$ cat config.mk
export PLATFORM = sky130hd
export DESIGN_NAME = prime_sieve
export DESIGN_NICKNAME = d
export VERILOG_FILES = /design/src/sv/psv_pkg.sv /design/src/sv/psv_mark_mem.sv /design/src/sv/psv_out_reg.sv /design/src/sv/psv_ctrl.sv /design/src/sv/prime_sieve.sv
export SDC_FILE = /design/constraint.sdc
export NUM_CORES = 1
export LEC_CHECK = 0
export BUFFER_PORTS_ARGS = -buffer_cell sky130_fd_sc_hd__buf_4
export CAP_MARGIN = 10
export CORE_MARGIN = 2
export CORE_UTILIZATION = 40
export DETAILED_ROUTE_END_ITERATION = 10
export MAX_ROUTING_LAYER = met4
export RECOVER_POWER = 25
export SLEW_MARGIN = 25
export SYNTH_ARGS = -nofsm -noshare
export SYNTH_HDL_FRONTEND = slang
export SYNTH_SLANG_ARGS = --single-unit
$ cat constraint.sdc
create_clock -name clk_i -period 3.2 [get_ports clk_i]
set_input_delay 0.32 -clock clk_i [delete_from_list [all_inputs] [get_ports clk_i]]
set_output_delay 0.32 -clock clk_i [all_outputs]
set_load 0.01 [all_outputs]
$ cat src/sv/psv_pkg.sv
// psv_pkg: shared types and constants for the prime sieve block.
// No dependencies; imported by every module of the block.
`timescale 1ns / 1ps

package psv_pkg;

  // Default size of the mark store (number of candidate indices).
  localparam int unsigned SieveSizeDef = 256;

  // Fixed field widths of the transaction payload.
  localparam int unsigned LimitW = 9;
  localparam int unsigned PrimeW = 8;

  // Smallest prime; scanning starts here.
  localparam int unsigned FirstPrime = 2;

  // One result transaction as it travels from sequencer to output stage.
  typedef struct packed {
    logic [PrimeW-1:0] prime_value;
    logic              last;
    logic              empty_res;
  } res_t;

  // Sequencer states, one-hot.
  typedef enum logic [4:0] {
    StIdle  = 5'b00001,
    StFill  = 5'b00010,
    StScan  = 5'b00100,
    StCross = 5'b01000,
    StFlush = 5'b10000
  } state_e;

endpackage

$ cat src/sv/psv_mark_mem.sv
// psv_mark_mem: one-bit candidate mark store, one write and one read port.
// Depends on psv_pkg; read data is registered.
`timescale 1ns / 1ps

module psv_mark_mem
  import psv_pkg::*;
#(
  parameter int unsigned SIEVE_SIZE = SieveSizeDef,
  localparam int unsigned AddrW = $clog2(SIEVE_SIZE)
) (
  input  logic             clk_i,
  input  logic             we_i,
  input  logic [AddrW-1:0] waddr_i,
  input  logic             wdata_i,
  input  logic             re_i,
  input  logic [AddrW-1:0] raddr_i,
  output logic             rdata_o
);

  logic mem_q [SIEVE_SIZE];
  logic rdata_q;

  always_ff @(posedge clk_i) begin
    if (we_i) begin
      mem_q[waddr_i] <= wdata_i;
    end
  end

  always_ff @(posedge clk_i) begin
    if (re_i) begin
      rdata_q <= mem_q[raddr_i];
    end
  end

  assign rdata_o = rdata_q;

endmodule

$ cat src/sv/psv_out_reg.sv
// psv_out_reg: output register that holds one result transaction.
// Depends on psv_pkg (res_t).
`timescale 1ns / 1ps

module psv_out_reg
  import psv_pkg::*;
(
  input  logic clk_i,
  input  logic rst_ni,
  input  logic push_vld_i,
  output logic push_rdy_o,
  input  res_t push_data_i,
  output logic out_valid_o,
  input  logic out_stall_i,
  output res_t out_data_o
);

  logic vld_q;
  res_t data_q;

  assign push_rdy_o = !vld_q || !out_stall_i;

  always_ff @(posedge clk_i or negedge rst_ni) begin
    if (!rst_ni) begin
      vld_q <= 1'b0;
    end else if (push_vld_i && push_rdy_o) begin
      vld_q <= 1'b1;
    end else if (!out_stall_i) begin
      vld_q <= 1'b0;
    end
  end

  always_ff @(posedge clk_i) begin
    if (push_vld_i && push_rdy_o) begin
      data_q <= push_data_i;
    end
  end

  assign out_valid_o = vld_q;
  assign out_data_o  = data_q;

endmodule

$ cat src/sv/psv_ctrl.sv
// psv_ctrl: sieve sequencer; fills, scans and crosses off the mark store.
// Depends on psv_pkg; drives psv_mark_mem ports and pushes into psv_out_reg.
`timescale 1ns / 1ps

module psv_ctrl
  import psv_pkg::*;
#(
  parameter int unsigned SIEVE_SIZE = SieveSizeDef,
  localparam int unsigned AddrW = $clog2(SIEVE_SIZE),
  localparam int unsigned CntW  = $clog2(2 * SIEVE_SIZE)
) (
  input  logic              clk_i,
  input  logic              rst_ni,
  input  logic              in_valid_i,
  output logic              in_stall_o,
  input  logic [LimitW-1:0] limit_i,
  output logic              mem_we_o,
  output logic [AddrW-1:0]  mem_waddr_o,
  output logic              mem_wdata_o,
  output logic              mem_re_o,
  output logic [AddrW-1:0]  mem_raddr_o,
  input  logic              mem_rdata_i,
  output logic              push_vld_o,
  input  logic              push_rdy_i,
  output res_t              push_data_o
);

  state_e            state_q, state_d;
  logic [CntW-1:0]   lim_q, lim_d;
  logic [AddrW-1:0]  fill_q, fill_d;
  logic [CntW-1:0]   idx_q, idx_d;
  logic [CntW-1:0]   ev_q, ev_d;
  logic              ev_vld_q, ev_vld_d;
  logic [CntW-1:0]   cur_q, cur_d;
  logic [CntW-1:0]   step_q, step_d;
  logic [CntW-1:0]   pend_q, pend_d;
  logic              pend_vld_q, pend_vld_d;
  logic [CntW-1:0]   lim_sat;
  logic              found;

  assign in_stall_o = (state_q != StIdle);

  always_comb begin
    if (limit_i > LimitW'(SIEVE_SIZE)) begin
      lim_sat = CntW'(SIEVE_SIZE);
    end else if (limit_i < LimitW'(FirstPrime)) begin
      lim_sat = CntW'(FirstPrime);
    end else begin
      lim_sat = CntW'(limit_i);
    end
  end

  assign found = (state_q == StScan) && ev_vld_q && mem_rdata_i;

  always_comb begin
    state_d     = state_q;
    lim_d       = lim_q;
    fill_d      = fill_q;
    idx_d       = idx_q;
    ev_d        = ev_q;
    ev_vld_d    = ev_vld_q;
    cur_d       = cur_q;
    step_d      = step_q;
    pend_d      = pend_q;
    pend_vld_d  = pend_vld_q;
    mem_we_o    = 1'b0;
    mem_waddr_o = fill_q;
    mem_wdata_o = 1'b1;
    mem_re_o    = 1'b0;
    mem_raddr_o = idx_q[AddrW-1:0];
    push_vld_o  = 1'b0;
    push_data_o = '{prime_value: PrimeW'(pend_q), last: 1'b0, empty_res: 1'b0};

    unique case (state_q)
      StIdle: begin
        if (in_valid_i) begin
          lim_d      = lim_sat;
          fill_d     = '0;
          pend_vld_d = 1'b0;
          state_d    = StFill;
        end
      end
      StFill: begin
        mem_we_o    = 1'b1;
        mem_waddr_o = fill_q;
        mem_wdata_o = 1'b1;
        fill_d      = fill_q + AddrW'(1);
        if (fill_q == AddrW'(SIEVE_SIZE - 1)) begin
          idx_d    = CntW'(FirstPrime);
          ev_vld_d = 1'b0;
          state_d  = StScan;
        end
      end
      StScan: begin
        if (found) begin
          if (pend_vld_q && !push_rdy_i) begin
            // Hold: retry this index once the output frees up.
            idx_d    = ev_q;
            ev_vld_d = 1'b0;
          end else begin
            push_vld_o = pend_vld_q;
            pend_d     = ev_q;
            pend_vld_d = 1'b1;
            cur_d      = ev_q + ev_q;
            step_d     = ev_q;
            idx_d      = ev_q + CntW'(1);
            ev_vld_d   = 1'b0;
            state_d    = StCross;
          end
        end else if (idx_q < lim_q) begin
          mem_re_o    = 1'b1;
          mem_raddr_o = idx_q[AddrW-1:0];
          ev_d        = idx_q;
          ev_vld_d    = 1'b1;
          idx_d       = idx_q + CntW'(1);
        end else begin
          ev_vld_d = 1'b0;
          if (!ev_vld_q) begin
            state_d = StFlush;
          end
        end
      end
      StCross: begin
        if (cur_q < lim_q) begin
          mem_we_o    = 1'b1;
          mem_waddr_o = cur_q[AddrW-1:0];
          mem_wdata_o = 1'b0;
          cur_d       = cur_q + step_q;
        end else begin
          state_d = StScan;
        end
      end
      StFlush: begin
        push_vld_o  = 1'b1;
        push_data_o = '{prime_value: pend_vld_q ? PrimeW'(pend_q) : '0,
                        last: 1'b1,
                        empty_res: !pend_vld_q};
        if (push_rdy_i) begin
          pend_vld_d = 1'b0;
          state_d    = StIdle;
        end
      end
      default: begin
        state_d = StIdle;
      end
    endcase
  end

  always_ff @(posedge clk_i or negedge rst_ni) begin
    if (!rst_ni) begin
      state_q    <= StIdle;
      ev_vld_q   <= 1'b0;
      pend_vld_q <= 1'b0;
      fill_q     <= '0;
    end else begin
      state_q    <= state_d;
      ev_vld_q   <= ev_vld_d;
      pend_vld_q <= pend_vld_d;
      fill_q     <= fill_d;
    end
  end

  always_ff @(posedge clk_i) begin
    lim_q  <= lim_d;
    idx_q  <= idx_d;
    ev_q   <= ev_d;
    cur_q  <= cur_d;
    step_q <= step_d;
    pend_q <= pend_d;
  end

endmodule

$ cat src/sv/prime_sieve.sv
// prime_sieve: top level of the sieve of Eratosthenes block.
// Depends on psv_pkg, psv_mark_mem, psv_ctrl and psv_out_reg.
`timescale 1ns / 1ps

// Each input transaction carries a limit n; the block returns every prime
// below n in ascending order, one result transaction per prime, with last
// set on the final one. A limit of 2 or less gives a single result with
// empty_res and last set and prime_value zero; a limit above SIEVE_SIZE is
// treated as SIEVE_SIZE. One item is worked at a time: in_stall_o stays high
// from acceptance until the last result has been handed to the output
// register. Each item refills all SIEVE_SIZE entries of the mark memory
// with ones, one entry per cycle through its single write port, then
// scans each index below n, restarts the scan after each prime found,
// and crosses off that prime's multiples. The refill and the
// crossing-off writes, both through the single write port, set most of
// the run time. The output register takes results while the sequencer
// keeps working, so a stalled consumer only delays the block when a
// second result is ready before the first has been taken.
module prime_sieve
  import psv_pkg::*;
#(
  parameter int unsigned SIEVE_SIZE = SieveSizeDef
) (
  input  logic              clk_i,
  input  logic              rst_ni,
  input  logic              in_valid_i,
  output logic              in_stall_o,
  input  logic [LimitW-1:0] limit_i,
  output logic              out_valid_o,
  input  logic              out_stall_i,
  output logic [PrimeW-1:0] prime_value_o,
  output logic              last_o,
  output logic              empty_res_o
);

  localparam int unsigned AddrW = $clog2(SIEVE_SIZE);

  // Memory port wires between sequencer and mark store.
  logic             mem_we;
  logic [AddrW-1:0] mem_waddr;
  logic             mem_wdata;
  logic             mem_re;
  logic [AddrW-1:0] mem_raddr;
  logic             mem_rdata;

  // Result hand-off into the output register.
  logic push_vld;
  logic push_rdy;
  res_t push_data;
  res_t out_data;

  // Sequencer: fill, scan, cross off, and track the pending prime so the
  // last flag can be attached once the scan is done.
  psv_ctrl #(
    .SIEVE_SIZE(SIEVE_SIZE)
  ) u_ctrl (
    .clk_i       (clk_i),
    .rst_ni      (rst_ni),
    .in_valid_i  (in_valid_i),
    .in_stall_o  (in_stall_o),
    .limit_i     (limit_i),
    .mem_we_o    (mem_we),
    .mem_waddr_o (mem_waddr),
    .mem_wdata_o (mem_wdata),
    .mem_re_o    (mem_re),
    .mem_raddr_o (mem_raddr),
    .mem_rdata_i (mem_rdata),
    .push_vld_o  (push_vld),
    .push_rdy_i  (push_rdy),
    .push_data_o (push_data)
  );

  // Mark store: one bit per candidate index, registered read data.
  psv_mark_mem #(
    .SIEVE_SIZE(SIEVE_SIZE)
  ) u_mem (
    .clk_i   (clk_i),
    .we_i    (mem_we),
    .waddr_i (mem_waddr),
    .wdata_i (mem_wdata),
    .re_i    (mem_re),
    .raddr_i (mem_raddr),
    .rdata_o (mem_rdata)
  );

  // Output register: decouple the consumer from the sequencer.
  psv_out_reg u_out (
    .clk_i       (clk_i),
    .rst_ni      (rst_ni),
    .push_vld_i  (push_vld),
    .push_rdy_o  (push_rdy),
    .push_data_i (push_data),
    .out_valid_o (out_valid_o),
    .out_stall_i (out_stall_i),
    .out_data_o  (out_data)
  );

  assign prime_value_o = out_data.prime_value;
  assign last_o        = out_data.last;
  assign empty_res_o   = out_data.empty_res;

endmodule
======== Word-level counts from Yosys, hierarchy flattened ========
Memories as Yosys holds them, arrays and structs flattened. A register that Yosys moved wholly into a read port is not among the register bits.
Cells that the tools add are included.
cells by class
  reduce and logical (&&, ||, !) cells .... 23
  eq/ne operators ......................... 19
  muxes and demuxes ....................... 46
  bitwise gates (word level) .............. 2
  order comparisons ....................... 4
  add/subtract/negate cells ............... 5
operators by type and width
  operator                                                count
  2-to-1 mux 9 bit                                        8
  2-to-1 mux 5 bit                                        8
  case mux 9 bit (2 select lines)                         2
  2-to-1 mux 8 bit                                        4
  case mux 5 bit (5 select lines)                         1
  adder 9 x 1 -> 9 bit (second input constant)            2
  adder 9 bit                                             2
  < comparator 9 bit                                      2
  2-to-1 mux 1 bit                                        17
  case mux 8 bit (2 select lines)                         1
  2-to-1 mux 10 bit                                       1
  inequality test 2 x 1 -> 1 bit (second input constant)  5
  greater-than comparator 9 bit (second input constant)   1
  < comparator 9 x 2 -> 1 bit (second input constant)     1
  AND reduction 3 bit                                     3
  adder 8 x 1 -> 8 bit (second input constant)            1
  equality test 8 bit (second input constant)             1
  AND reduction 7 bit                                     1
  inequality test 2 bit (second input constant)           3
  inequality test 3 x 2 -> 1 bit (second input constant)  2
  inequality test 3 bit (second input constant)           2
  case mux 1 bit (2 select lines)                         3
  AND reduction 2 bit                                     3
  nonzero test 2 bit                                      3
  15 further kinds                                        22
word-level totals
  input port bits ......................... 13
  word-level logic and storage cells ...... 114
  output and inout port bits .............. 12
  flip-flop bits (word level) ............. 71
  memories kept ........................... 1
  bits in writable memories ............... 256
memory list
  name         depth  bits a word  rd ports  clocked after memory_dff  wr ports  RTL line            text
  u_mem.mem_q  256    1            1         1                         1         psv_mark_mem.sv:20  logic mem_q [SIEVE_SIZE];

======== Longest topological paths before layout ========
Gate-level depths: netlist of the first run.
  depth in word-level cells ............... 9
  gate-level depth with buffers ........... 13

======== Hierarchy ========
Synthesis of the first run repeated with hierarchy kept, for this count alone.
second synthesis, totals
  cells, all modules ...................... 1152
  area total of the unflattened synthesis .. 15254.6 um2
modules (own cells, without submodules)
  module        cells an instance  instances  area each (um2)
  psv_mark_mem  788                1          11138.2
  psv_ctrl      350                1          3768.6
  psv_out_reg   14                 1          347.8

======== Least setup slack after synthesis of the first run ========
Ideal clock, no wire load.
  path type ............................... register to register
  from .................................... register u_ctrl.cur_q[6]
  to ...................................... memory u_mem.mem_q[95], enable pin
  stages on the path, launching flop included .. 13
  data arrival time ....................... 3.051 ns
  library setup time ...................... 0.299 ns
  path slack .............................. -0.150 ns
  data required time ...................... 2.901 ns
  clock period less this slack ............ 3.350 ns
  path through ............................ edfxtp_1 > ha_1 > a21o_1 > a21oi_1 > nor2b_1 > a2111oi_4 > o21a_1 > inv_2 > buf_6 > mux2i_4 > nand2_1 > buf_6 > nor2_1
on the way
  cells in the longest elaborated chain, start to end .. 5
  elaborated cells on any way between the ends .. 7
  classes of those cells .................. order compare (1); mux (6)
ends and longest elaborated chain
  item                                    RTL line            text
  start: declaration                      psv_ctrl.sv:34      logic [CntW-1:0] cur_q, cur_d;
  start signal: assignment                psv_ctrl.sv:167     cur_q <= cur_d;
  < comparator 9 bit                      psv_ctrl.sv:124     if (cur_q < lim_q) begin
  2-to-1 mux 1 bit                        psv_ctrl.sv:124
  case mux 1 bit (2 select lines)         psv_ctrl.sv:74      unique case (state_q)
  2-to-1 mux 1 bit                        psv_mark_mem.sv:24  if (we_i) begin
  2-to-1 mux 1 bit (not written as such)  psv_mark_mem.sv:25  mem_q[waddr_i] <= wdata_i;
  end: declaration                        psv_mark_mem.sv:20
Several ways; a longest one is shown, not always the timed one.

======== Final worst setup path of the first run ========
  from .................................... register u_ctrl.cur_q[6]
  to ...................................... memory u_mem.mem_q[56], enable pin
The elaborated chain is that of the path after synthesis.

==> results of run 1 <==
## layout by cell type, fill, tap and decap left out, drive strengths merged, types with 3 or more instances in the layout
master	netlist	routed
edfxtp	312	312
nor2	294	294
buf	37	72
clkbuf	40	67
mux4	64	64
nand2	64	64
o21ai	40	40
a21oi	38	38
ha	27	27
inv	24	26
mux2i	20	20
nor3	18	18
clkinv	1	18
nand3	17	17
nand2b	16	16
nor2b	16	16
a22oi	16	16
dfrtp	15	15
xnor2	14	14
and2	14	14
a31oi	13	13
xor2	9	9
nor4	8	8
a21o	7	7
and3	7	7
mux2	6	6
o21bai	4	4
o31ai	4	4
o211ai	4	4
nand3b	4	4
o22ai	3	3
a2111oi	3	3
## metal layers
metal / vias to the layer above / part of all wire [%] / wire length [um] / GRT usage [%]
met5: - / 0 / 0 / -
met1: 4989 / 43 / 16670 / 26.31
met4: 0 / 2.7 / 1065 / 5.952
li1: 4479 / - / - / -
met2: 324 / 49 / 18900 / 32.24
met3: 75 / 5.5 / 2136 / 2.841
## registers in the layout (all words and copies together), names as in the netlist, 8 cells and up
register,flops
u_ctrl.step_q,9
u_ctrl.ev_q,9
u_ctrl.fill_q,8
u_ctrl.idx_q,9
u_ctrl.cur_q,9
u_out.out_data_o,10
u_mem.mem_q,256
u_ctrl.lim_q,9
## timing repair
| item | CTS | global route |
|---|---|---|
| gates resized for setup | 0 | 15 |
| setup endpoints to repair | 0 | 211 |
| endpoints found under the hold margin | 17 | 0 |
| hold buffers | 2 | 0 |
## worst reg2reg max path: stages, from the launching register on
cell,delay (ps)
edfxtp_1,390
ha_1,330
a21o_1,170
a21oi_1,140
nor2b_1,90
a2111oi_4,340
o21a_2,280
buf_12,170
mux2i_4,250
buf_6,160
nand2_1,110
buf_6,180
nor2_1,150
## area by class of cell
| class | instances | area, um^2 | share of cell area [%] |
|---|---|---|---|
| sequential | 328 | 9771 | 54.97 |
| multi-input combinational | 755 | 5309 | 29.87 |
| tap | 518 | 648.1 | 3.647 |
| inverter | 25 | 98.84 | 0.5561 |
| clock inverter | 23 | 177.7 | 0.9996 |
| clock buffer | 43 | 991.0 | 5.575 |
| timing repair buffer | 98 | 778.2 | 4.379 |
## power by group
part | switching [mW] | internal [mW]
clock network | 1.72 | 2.39
registers | 0.129 | 4.81
logic | 1.04 | 0.628
total | 2.89 | 7.82
## worst max-delay path by stage
stage,cells after the start,start,endpoint,slack (ps)
detailed placement,12,u_ctrl.cur_q[6],u_mem.mem_q[56],40
floorplan,12,u_ctrl.cur_q[6],u_mem.mem_q[95],170
global route,13,u_ctrl.lim_q[6],u_mem.mem_q[56],-6
finish,12,u_ctrl.cur_q[6],u_mem.mem_q[56],140
CTS,12,u_ctrl.cur_q[6],u_mem.mem_q[56],20
global placement,12,u_ctrl.cur_q[6],u_mem.mem_q[56],150
## logic make-up after synthesis
kind of cell               count (synthesis)
adders and majority gates                 28
AOI/OAI and AO/OA                        148
xor gates and xnor gates                  23
buffers and inverters                    102
DFF                                      328
and+or+nand+nor                          466
muxes                                     90
## through the flow
stage                     hold slack [ps]  utilization, %
after floorplan                     24.41               -
after global placement              198.6           43.24
after detailed placement            202.6           43.24
after CTS                           27.47           46.33
after global routing                102.1           46.20
final                               91.78           46.20
==> flow_summary.ini, run 1 <==
[run_status]
outcome = complete, no violations

[timing]
final_max_slew_viol_count = 0
tightest_slew_ps = 1180
setup_viol = 0
finalClockSkew_ps = 17.41
hold_viol_final = 0
timing.final.crit_share_pct = 95.53
min_period_ps = 3057
setup_slack_ps = 143.1
fin_tns_setup_ps = 0
slew_headroom_pct = 21.30
timing.fmax_ghz = 0.3271

[place]
placed_cell_area_um2 = 16630
place_congestion = 0.8576
place_ws_ps = 42.09
placed_cells = 1723
port_buffers = 24
hpwlAfterDp_um = 24800

[power_and_ir_drop]
power_density_nw_per_um2 = 603.0
power_leakage_nw = 6.476
peakVddDrop_v = 0.0002923
power.total_mw = 10.72

[clock_network]
clockBufferDepth = 3
cts_buffers = 37
clock-sinks = 328
cts_max_level = 2
cts_tree = done
insertion_delay_ps = 530
path_clk_slew_ps = 60
ctsRootBufferMaster = clkbuf_16
post_cts_buffers = 0

[logic_synthesis]
synth_top_family_by_area = simple AND/OR/NAND/NOR gates
syn_area_um2 = 15520
yosys.area_share.simple_pct = 13.11
yosysSeqAreaShare_pct = 62.97
synthAdderAreaFrac_pct = 2.306
syn_area_per_cell_um2 = 13.09
synth.ff_latch_count = 328
synth_top_area_share_pct = 60.38
synth_compound_area_share_pct = 6.016
synthTopCellsByArea = edfxtp_1, mux4_2, nor2_1
synth_edf_count = 312
syn_nets = 1226
yosysMostFrequentCell = edfxtp_1
yosysWarnings = 0
ys_types = 59
synthMuxAreaShare_pct = 11.34
async_flop_share_pct = 4.878
synth-xor-area-share_pct = 1.298
synth_top_flop_cell = edfxtp_1
postSynthCellCount = 1185
synth_largest_area_cell = edfxtp_1
synth_common_cells = edfxtp_1, nor2_1, mux4_2

[detailed_routing]
vias = 9867
drt-initial-drc-count = 884
routedWlPerCell_um = 21.66
wl_um = 38770
viasPerCell = 5.512
dr.pass1.iters = 5
drc = 0
drtAntennaViolNets = 0

[setup_path]
cp_slowest_cell = edfxtp_1
cp.required_ps = 3430
r2r-start = u_ctrl.cur_q[6]
r2r_slack_ps = 140
crit_family = compound AO/OA/AOI/OAI gates
cp.arrival_ps = 3280
cpMostUsedCell = buf_6
worstReg2RegEnd = u_mem.mem_q[56]
crit_type = flop to flop
critical_path.endpoint_type = flop
crit_path_start_kind = flop
critPathMaxFanout = 19
timing.critical_path.buf_inv = 3
crit_chain = ha_1 > a21o_1 > a21oi_1 > nor2b_1 > a2111oi_4 > o21a_2 > buf_12 > mux2i_4 > buf_6 > nand2_1 > buf_6 > nor2_1
critical-path-max-stage-delay_ps = 390
ff2ff_path_depth = 12

[run]
drv_cap = 0

[min_path]
min_path_cells = 3
hold_start = limit_i[1]
min_path_type = input pin to flop
holdPathEnd = u_ctrl.lim_q[1]

[layout]
layout.cells.non_filler = 1790
nFillCells = 3483
fin_area_um2 = 17770
nNetsFinal = 1286
diodes = 0
drive_above_1_share_pct = 17.30
syn2layout_area_growth_pct = 14.55

[grt]
grt_max_degree = 110
grt_remaining_overflow = 0
grt_usage_pct = 19.95
antenna_found_initial = 0
grt_pass1_wl_um = 59440
grt_pass1_vias = 9753

[floorplan]
ioPinCount = 25
rows = 72
core_um2 = 38470
die_area_um2 = 40380
die_x_um = 201.0
fp.dieH_um = 201.0
start_util_pct = 40.34
(Power assumes the default switching activity.)
==> run 2: changes to the inputs <==
--- a/config.mk
+++ b/config.mk
@@ -5,6 +5,7 @@
 export SDC_FILE = /design/constraint.sdc
 export NUM_CORES = 1
 export LEC_CHECK = 0
+export ABC_AREA = 1
 export BUFFER_PORTS_ARGS = -buffer_cell sky130_fd_sc_hd__buf_4
 export CAP_MARGIN = 10
 export CORE_MARGIN = 2
==> flow_summary.ini, run 2 <==
[run_status]
outcome = complete, no violations

[layout]
layout.cells.non_filler = 2326
nNetsFinal = 1802
fin_area_um2 = 18640
seq_area_um2 = 9771
drive_above_1_share_pct = 11.53
mostFrequentLayoutCell = nor2_1
layout_common_cells = nor2_1, nand2_1, edfxtp_1
diodes = 0
nFillCells = 4064
multi_input_area_um2 = 5978
syn2layout_area_growth_pct = 10.28
top_register = u_mem.mem_q
largest_register_ffs = 256

[setup_path]
r2r-start = u_ctrl.cur_q[6]
ff2ff_path_depth = 11
crit_chain = ha_1 > a21o_1 > nand2_1 > nand2_1 > inv_1 > nand4_4 > nand2_1 > o21ai_2 > nor2_4 > nand2_1 > nor2_1
cp.required_ps = 3440
cp_slowest_cell = edfxtp_1
critPathMaxFanout = 18
r2r_slack_ps = 330
critical_path.endpoint_type = flop
critical-path-max-stage-delay_ps = 450
crit_type = flop to flop
cp.arrival_ps = 3110
cpMostUsedCell = nand2_1
crit_path_start_kind = flop
timing.critical_path.buf_inv = 1
crit_family = simple AND/OR/NAND/NOR gates
worstReg2RegEnd = u_mem.mem_q[190]

[power_and_ir_drop]
peakVddDrop_v = 0.0003162
power_density_nw_per_um2 = 639.9
power_leakage_nw = 7.342

[timing]
timing.fmax_ghz = 0.3481
min_period_ps = 2873
setup_viol = 0
hold_viol_final = 0
finalClockSkew_ps = 15.94
timing.final.crit_share_pct = 89.78
tightest_slew_ps = 1083
fin_tns_setup_ps = 0
grt_setup_unrepaired = no
slew_headroom_pct = 27.81
final_max_slew_viol_count = 0

[grt]
grt_pass1_wl_um = 64910
grt_usage_pct = 19.67
grt_max_degree = 167
antenna_found_initial = 0
grt_remaining_overflow = 0
grt_pass1_vias = 11380

[logic_synthesis]
syn_nets = 1791
postSynthCellCount = 1750
synth_common_cells = nor2_1, nand2_1, edfxtp_1
synth_top_area_share_pct = 55.44
yosysWarnings = 0
syn_area_um2 = 16900
synth.ff_latch_count = 328
ys_types = 46
synth_largest_area_cell = edfxtp_1
yosysSeqAreaShare_pct = 57.81
synthTopCellsByArea = edfxtp_1, nor2_1, nand2_1
synth_edf_count = 312
syn_area_per_cell_um2 = 9.657
synth_top_flop_cell = edfxtp_1
async_flop_share_pct = 4.878
yosysMostFrequentCell = nor2_1

[min_path]
hold_start = in_valid_i
min_path_cells = 3
holdPathEnd = u_ctrl.state_q[0]
min_path_type = input pin to flop

[place]
place_congestion = 0.8597
hpwlAfterDp_um = 26330
port_buffers = 24
placed_cells = 2259
placed_cell_area_um2 = 17520

[detailed_routing]
drt-initial-drc-count = 1067
routedWlPerCell_um = 17.86
wl_um = 41540
drtAntennaViolNets = 0
vias = 12050
dr.pass1.iters = 5
viasPerCell = 5.181
drc = 0

[floorplan]
rows = 75
die_x_um = 209.5
die_area_um2 = 43910
core_um2 = 41850
fp.dieH_um = 209.5
ioPinCount = 25
start_util_pct = 40.38

[clock_network]
clockBufferDepth = 3
cts_resized = 0
cts_buffers = 37
clock-sinks = 328
post_cts_buffers = 0
insertion_delay_ps = 540
holdBufCountCts = 2
cts_tree = done
cts_max_level = 2
ctsRootBufferMaster = clkbuf_16
path_clk_slew_ps = 60

[run]
drv_cap = 0
run 2: cell count changes after synthesis, sizes merged, moves of 17 or more:
cell / previous run / this run
buf: 37 / 57
inv: 24 / 148
mux2i: 20 / 0
mux4: 64 / 0
nand2: 64 / 365
nand3: 17 / 101
nand4: 2 / 19
nor2: 294 / 466
o211ai: 4 / 21
o21ai: 40 / 107
run 2: cell families (layout without fill, tap and decap cells):
logic type      Yosys count  count (layout)  share of synthesized area, %
simple gates            958             958                         26.52
fa+ha+maj                28              28                         2.117
xor+xnor                 13              13                        0.6737
compound gates          183             183                         6.012
flops                   328             328                         57.81
buf+inv                 240             277                         6.863
run 2: metal layers:
metal	vias to the layer above	wire length (um)	track usage, %
li1	5804	-	-
met1	5827	18450	26.83
met2	357	19350	30.83
met3	63	2778	3.023
met4	0	966	5.307
met5	-	0	-
run 2: how the worst max path moves through the flow:
stage	from	to	slack, ps	cells after the start
4_1_cts	u_ctrl.cur_q[6]	u_mem.mem_q[190]	300	11
2_1_floorplan	u_ctrl.cur_q[5]	u_mem.mem_q[163]	10	13
3_3_place_gp	u_ctrl.cur_q[6]	u_mem.mem_q[172]	370	11
3_5_place_dp	u_ctrl.cur_q[6]	u_mem.mem_q[190]	320	11
6_report	u_ctrl.cur_q[6]	u_mem.mem_q[190]	330	11
5_1_grt	u_ctrl.cur_q[6]	u_mem.mem_q[155]	80	12
run 2: area by class of cell:
| type | count | area share (%) |
|---|---|---|
| multi-input cells | 1182 | 32.08 |
| repair buffers | 61 | 2.484 |
| clock buffers | 47 | 5.169 |
| flip-flops and latches | 328 | 52.42 |
| clock inverters | 18 | 1.182 |
| well taps | 539 | 3.618 |
| inverters | 151 | 3.048 |
run 2: power breakdown:
part           internal, mW  switching [mW]  leakage [nW]
Sequential             4.87           0.162          3.63
Clock                  2.47            1.71         0.571
Combinational         0.807            1.90          3.14
run 2: worst register-to-register path, cell delays in order, from the launching register on:
cell and delay [ps]:
edfxtp_1 450, ha_1 350, a21o_1 160, nand2_1 50, nand2_1 60, inv_1 90, nand4_4 290, nand2_1 220
o21ai_2 120, nor2_4 260, nand2_1 310, nor2_1 230
run 2: metrics by stage:
step           total power [mW]  setup slack (ps)  hold WS (ps)  util [%]
2_1_floorplan             6.901             14.05         24.41         -
3_3_place_gp              7.814             367.5         193.8     41.87
3_5_place_dp              7.843             321.2         198.7     41.87
4_1_cts                   12.05             301.1         46.09     44.74
5_1_grt                   12.49             82.75         54.37     44.53
6_report                  11.93             326.9         71.37     44.53
==> run 3: changes to the inputs <==
--- a/config.mk
+++ b/config.mk
@@ -12,6 +12,7 @@
 export CORE_UTILIZATION = 40
 export DETAILED_ROUTE_END_ITERATION = 10
 export MAX_ROUTING_LAYER = met4
+export PLACE_DENSITY = 0.55
 export RECOVER_POWER = 25
 export SLEW_MARGIN = 25
 export SYNTH_ARGS = -nofsm -noshare
==> flow_summary.ini, run 3 (synthesis gave the netlist of run 2 again) <==
[run_status]
outcome = complete, no violations

[setup_path]
timing.critical_path.buf_inv = 0
crit_path_start_kind = flop
cp_slowest_cell = edfxtp_1
crit_type = flop to flop
critical-path-max-stage-delay_ps = 410
critical_path.endpoint_type = flop
crit_chain = ha_1 > nand2_1 > nor2_1 > nand3_1 > nand4_4 > nand2_1 > nand2_4 > nand2_2 > nor2_2 > nand2_2 > nor2_1
cp.required_ps = 3450
crit_family = simple AND/OR/NAND/NOR gates
critPathMaxFanout = 16
cp.arrival_ps = 3200

[timing]
fin_tns_setup_ps = 0
slew_headroom_pct = 23.89
min_period_ps = 2951
setup_viol = 0
tightest_slew_ps = 1142
final_max_slew_viol_count = 0
timing.fmax_ghz = 0.3388
hold_viol_final = 0
hold_ws_ps = 48.94
grt_setup_unrepaired = no
timing.final.crit_share_pct = 92.23
finalClockSkew_ps = 24.13

[floorplan]
die_x_um = 209.5
rows = 75
fp.dieH_um = 209.5
ioPinCount = 25
core_um2 = 41850
die_area_um2 = 43910
start_util_pct = 40.38

[grt]
grt_pass1_wl_um = 67330
grt_pass1_vias = 11770
grt_remaining_overflow = 0
antenna_found_initial = 0
grt_usage_pct = 20.82
grt_max_degree = 172

[layout]
layout_common_cells = nor2_1, nand2_1, edfxtp_1
diodes = 0
multi_input_area_um2 = 5997
fin_util_pct = 44.58
mostFrequentLayoutCell = nor2_1
drive_above_1_share_pct = 11.51
largest_register_ffs = 256
nNetsFinal = 1803
nFillCells = 4066
syn2layout_area_growth_pct = 10.41
seq_area_um2 = 9771
top_register = u_mem.mem_q
layout.cells.non_filler = 2328

[clock_network]
ctsRootBufferMaster = clkbuf_16
insertion_delay_ps = 560
clockBufferDepth = 3
cts_tree = done
cts_max_level = 2
clock-sinks = 328
cts_buffers = 38
path_clk_slew_ps = 60

[run]
drv_cap = 0

[place]
placed_cells = 2257
place_congestion = 0.9074
hpwlAfterDp_um = 26790
port_buffers = 24

[power_and_ir_drop]
power_leakage_nw = 7.354
peakVddDrop_v = 0.0003404
power_density_nw_per_um2 = 641.9

[detailed_routing]
wl_um = 43640
drc = 0
viasPerCell = 5.236
drt-initial-drc-count = 1009
vias = 12190
routedWlPerCell_um = 18.75
drtAntennaViolNets = 0
dr.pass1.iters = 5

[min_path]
min_path_type = input pin to flop
[run 3: what timing repair did]
action                                 in CTS  in global routing
resized for setup                           0                  1
endpoints found under the hold margin      17                  0
hold buffers                                2                  0
setup buffers                               0                  1
setup endpoints to repair                   0                 24
[run 3: worst paths after layout]
path	from	slack, ps	end	cells past startpoint
setup / recovery	u_ctrl.cur_q[8]	250	u_mem.mem_q[170]	11
hold / removal	in_valid_i	50	u_ctrl.state_q[1]	3
setup reg to reg	u_ctrl.cur_q[8]	250	u_mem.mem_q[170]	11
hold reg to reg	u_ctrl.ev_q[8]	490	u_ctrl.step_q[8]	0
max in group asynchronous	rst_ni	2140	u_ctrl.fill_q[5]	2
min in group asynchronous	rst_ni	450	u_ctrl.state_q[1]	2
[run 3: final cells by class]
type,count,share of cell area [%]
multi-input combinational,1183,32.14
clock inverter,24,1.086
tap,539,3.614
inverter,151,3.044
clock buffer,43,5.311
sequential,328,52.36
timing repair buffer,60,2.441
[run 3: worst min-delay path: cells and delay by family]
family	cells	cell delay, ps
buf+inv	1	80
simple gates	2	170
[run 3: layer usage]
layer | up-vias | routed length [um] | global-route usage (%)
met5 | - | 0 | -
met4 | 0 | 1513 | 8.193
met2 | 347 | 20340 | 32.86
li1 | 5807 | - | -
met1 | 5946 | 19520 | 27.43
met3 | 89 | 2260 | 2.798
[run 3: stage by stage]
step,area (um^2),total power [mW],setup slack (ps)
after floorplan,16900,6.901,14.05
after global placement,17510,7.838,253.1
after detailed placement,17510,7.866,234.7
after CTS,18720,12.10,203.0
after global routing,18660,12.55,49.69
final,18660,11.98,248.7
[run 3: report_power, final]
| group | total [mW] | leakage [nW] | internal (mW) | switching [mW] |
|---|---|---|---|---|
| combinational | 2.73 | 3.14 | 0.793 | 1.94 |
| clock | 4.23 | 0.587 | 2.47 | 1.76 |
| sequential | 5.02 | 3.63 | 4.87 | 0.151 |
